File: src/sv/hsdu_pkg.sv
package hsdu_pkg;

    localparam int WEIGHT_BITS_DEF = 12;

    // The shared multiplier takes 33-bit signed operands so that the unsigned
    // decay rate fits as a positive number.
    localparam int MUL_W  = 33;
    localparam int PROD_W = 2 * MUL_W - 16;

    localparam int RATE_W = 16;

    localparam logic [1:0] OP_WRITE  = 2'd0;
    localparam logic [1:0] OP_ACC    = 2'd1;
    localparam logic [1:0] OP_UPDATE = 2'd2;

    typedef struct packed {
        logic [1:0]         opcode;
        logic [31:0]        feature_index;
        logic [31:0]        index_offset;
        logic signed [31:0] feature_value;
        logic signed [31:0] update_step;
        logic               last_feature;
    } in_t;

    typedef struct packed {
        logic signed [31:0] dot_sum;
        logic               saturated_flag;
    } out_t;

endpackage

File: src/sv/hsdu_mul.sv
module hsdu_mul (
    input  logic                                 aclk,
    input  logic                                 en,
    input  logic signed [hsdu_pkg::MUL_W-1:0]    op_a,
    input  logic signed [hsdu_pkg::MUL_W-1:0]    op_b,
    output logic signed [hsdu_pkg::PROD_W-1:0]   prod
);

    logic signed [2*hsdu_pkg::MUL_W-1:0] full;
    logic signed [hsdu_pkg::PROD_W-1:0]  prod_reg;

    assign full = op_a * op_b;

    // Dropping the low 16 bits of a two's complement product rounds toward
    // minus infinity.
    always_ff @(posedge aclk) begin
        if (en) begin
            prod_reg <= full[2*hsdu_pkg::MUL_W-1:16];
        end
    end

    assign prod = prod_reg;

endmodule

File: config.mk
export PLATFORM = sky130hd
export DESIGN_NAME = hsdu_mul
export DESIGN_NICKNAME = d
export VERILOG_FILES = /design/src/sv/hsdu_pkg.sv /design/src/sv/hsdu_mul.sv
export SDC_FILE = /design/constraint.sdc
export NUM_CORES = 2
export LEC_CHECK = 0
export BUFFER_PORTS_ARGS = -buffer_cell sky130_fd_sc_hd__buf_2
export CORE_MARGIN = 2
export CORE_UTILIZATION = 50
export CTS_CLUSTER_DIAMETER = 120
export DETAILED_ROUTE_END_ITERATION = 7
export GPL_ROUTABILITY_DRIVEN = 0
export HOLD_SLACK_MARGIN = 0.15
export PLACE_DENSITY = 0.71
export SLEW_MARGIN = 40
export SYNTH_ARGS = -nofsm -noshare
export SYNTH_HDL_FRONTEND = slang
export SYNTH_SLANG_ARGS = --single-unit
File: constraint.sdc
create_clock -name aclk -period 25 [get_ports aclk]
set_clock_uncertainty 0.1 [all_clocks]
set_input_delay 5 -clock aclk [delete_from_list [all_inputs] [get_ports aclk]]
set_output_delay 5 -clock aclk [all_outputs]
set_load 0.03 [all_outputs]
==> qor.txt <==
outcome = finished clean
vias = 28.3k
minimum clock period = 13,510 ps
synthesis-stage register bit count = 50
Top FF cell, synth = edfxtp_1
Nets = 5,613
GRT overflow = 0
Worst path slowest cell = fa_1
WL final = 107,000 µm
WP data arrival = 13,440 ps
met1 usage = 31.5%
Slew Limit Fails = 0
postcts setup bufs = 0
largest net degree at the start of global routing = 51
Tightest Hold Check Type = primary input to flop
IO Pins = 118
Global Route met3 Usage = 4.01%
# hold bufs at CTS = 0
first-pass GRT wire length = 175,000 µm
Final period util = 54.0%
Syn Inst Count = 4,263
ratio of cells with drive above 1 in the final layout = 3.79%
Initial Utilization = 50.3%
CTS sink count = 50
Max FO, Critical Path = 33
Post-synth EDFFs = 50
Synth warnings = 0
DR pass1 iterations = 5
Worst-Margin Slew = 909 ps
core area = 80,200 µm²
Final setup viols = 0
crit-path most repeated cell = fa_1
die footprint = 82,900 µm²
CTS tree = done
net count after synthesis = 5,687
cell area after synthesis = 40,300 µm²
Via-to-Cell Ratio = 5.39
slew margin rel. = 39.4%
Worst Setup End Kind = flop
max frequency = 0.0740 GHz
Fin. Hold Viols = 0
Post-DP HPWL = 84,600 µm
Synth Area per Inst = 9.45 µm²
worst path required time = 24,930 ps
CTS clk-pin slew, worst paths = 70 ps
row count = 104
Die W = 288 µm
CTS Buffer Depth = 2
Buffers on Ports = 117
Critical Path Source Type = primary input
RSZ-0062 raised after global routing = no
ys async rst share = 0%
CP cell instances = buf_2, and2_1, fa_1, fa_1, inv_1, fa_1, inv_1, fa_1, fa_1, fa_1, fa_1, fa_1, ha_1, nand4_1, nor2_1, o311ai_0, o21bai_1, a31oi_1, nand3b_1, a21boi_0, a211oi_2
DR WL/cell = 20.3 µm
Num CTS Buffers = 5
busiest layer in global routing = met2
Seq/Total Area, Yosys = 3.73%
DRC violation count after routing = 0
CP Class = primary input to flop
initial antenna violation count = 8
H-tree Lvls = 2
Die Span Y = 288 µm
GRT Total Usage = 27.7%
Resize count post-CTS = 0
total of max-cap violations = 0
setup total negative slack = 0 ps
Area growth, synth to finish = 3.50%
vias in the first global route = 32.4k
unique cell type count in the Yosys netlist = 68
highest cell delay on the worst timing path = 880 ps
CTS Root Cell = clkbuf_16
Routed Antenna Nets = 0
Initial DRC Count = 1,553
max reg flops = 50
GR Layer Usage met2 = 48.4%
## per-stage QoR
stage	hold slack [ps]	worst slack [ps]	std cells	utilization, %	cell area (µm²)
final	5250	11490	5255	52.0	41700
after global routing	5270	11280	5253	52.0	41700
after CTS	5260	11940	5249	52.0	41700
after detailed placement	5380	11590	5241	51.8	41500
after global placement	5380	11530	5241	51.8	41500
after floorplan	5010	12400	4263	-	40300
## cells in the mapped netlist (all sizes together), types with 6 or more instances
library cell  count  share of area (%)
fa             1144                 57
inv            1130                 11
and2            554                8.6
nand2           543                5.1
ha              212                6.6
clkbuf          210                2.0
nor2             72               0.68
a21oi            63               0.78
edfxtp           50                3.7
xnor2            37               0.80
o21ai            30               0.38
a21o             28               0.52
xor2             20               0.43
nand4            17               0.26
nand3            14               0.17
a211oi           11               0.25
nor3             10               0.12
o21bai           10               0.19
and3              7               0.11
nand2b            7               0.11
a31oi             6               0.11
nor2b             6              0.093
or3               6              0.093
## area by class of cell
class                   instances  area, µm²
diodes                          5       12.5
inverters                    1130       4240
multi-input cells            2868      33800
clock inverters                 2       37.5
repair buffers                134        718
well taps                    1060       1330
flip-flops and latches         50       1500
fillers                      7411      38400
clock buffers                   6        129
## path summary, 6_finish.rpt
kind | startpoint | to | slack [ps] | cells past startpoint
min | en | prod[2] | 5250 | 2
max | op_b[11] | prod[41] | 11490 | 21
## logic make-up after synthesis
logic type	after synthesis	synth area share, %
compound gates	200	3.41
xor+xnor	57	1.24
fa+ha+maj	1356	63.4
buf+inv	1345	12.5
flops	50	3.73
mux	4	0.106
simple gates	1251	15.6
## layer usage
layer,wire length (µm),vias up
li1,-,12000
met1,36600,14900
met2,54000,1114
met3,6920,376
met4,9200,4
met5,21,-
## critical path: cells and delay by family
family	cells	cell delay (ps)
buffers and inverters	3	820
AO/OA/AOI/OAI	5	1510
AND/OR/NAND/NOR	4	960
adder cells (fa/ha/maj)	9	5120
## cells in the final DEF (no fill, tap or decap), types with 5 or more instances in the layout
| master | count |
|---|---|
| fa_1 | 1143 |
| inv_1 | 1130 |
| and2_1 | 554 |
| nand2_1 | 543 |
| ha_1 | 212 |
| buf_2 | 114 |
| nor2_1 | 71 |
| a21oi_1 | 63 |
| edfxtp_1 | 50 |
| xnor2_1 | 37 |
| a21o_1 | 28 |
| o21ai_0 | 28 |
| xor2_1 | 20 |
| buf_4 | 19 |
| nand4_1 | 17 |
| nand3_1 | 14 |
| o21bai_1 | 10 |
| nor3_1 | 10 |
| and3_1 | 7 |
| a211oi_1 | 7 |
| nand2b_1 | 7 |
| nor2b_1 | 6 |
| or3_1 | 6 |
| diode_2 | 5 |
| o211ai_1 | 5 |
| a21boi_0 | 5 |
| a31oi_1 | 5 |
| nor4_1 | 5 |
| clkbuf_16 | 5 |
Power is left out: the tool's default activity adds up to more than one toggle a clock period on the data nets, which glitch-free logic cannot reach.
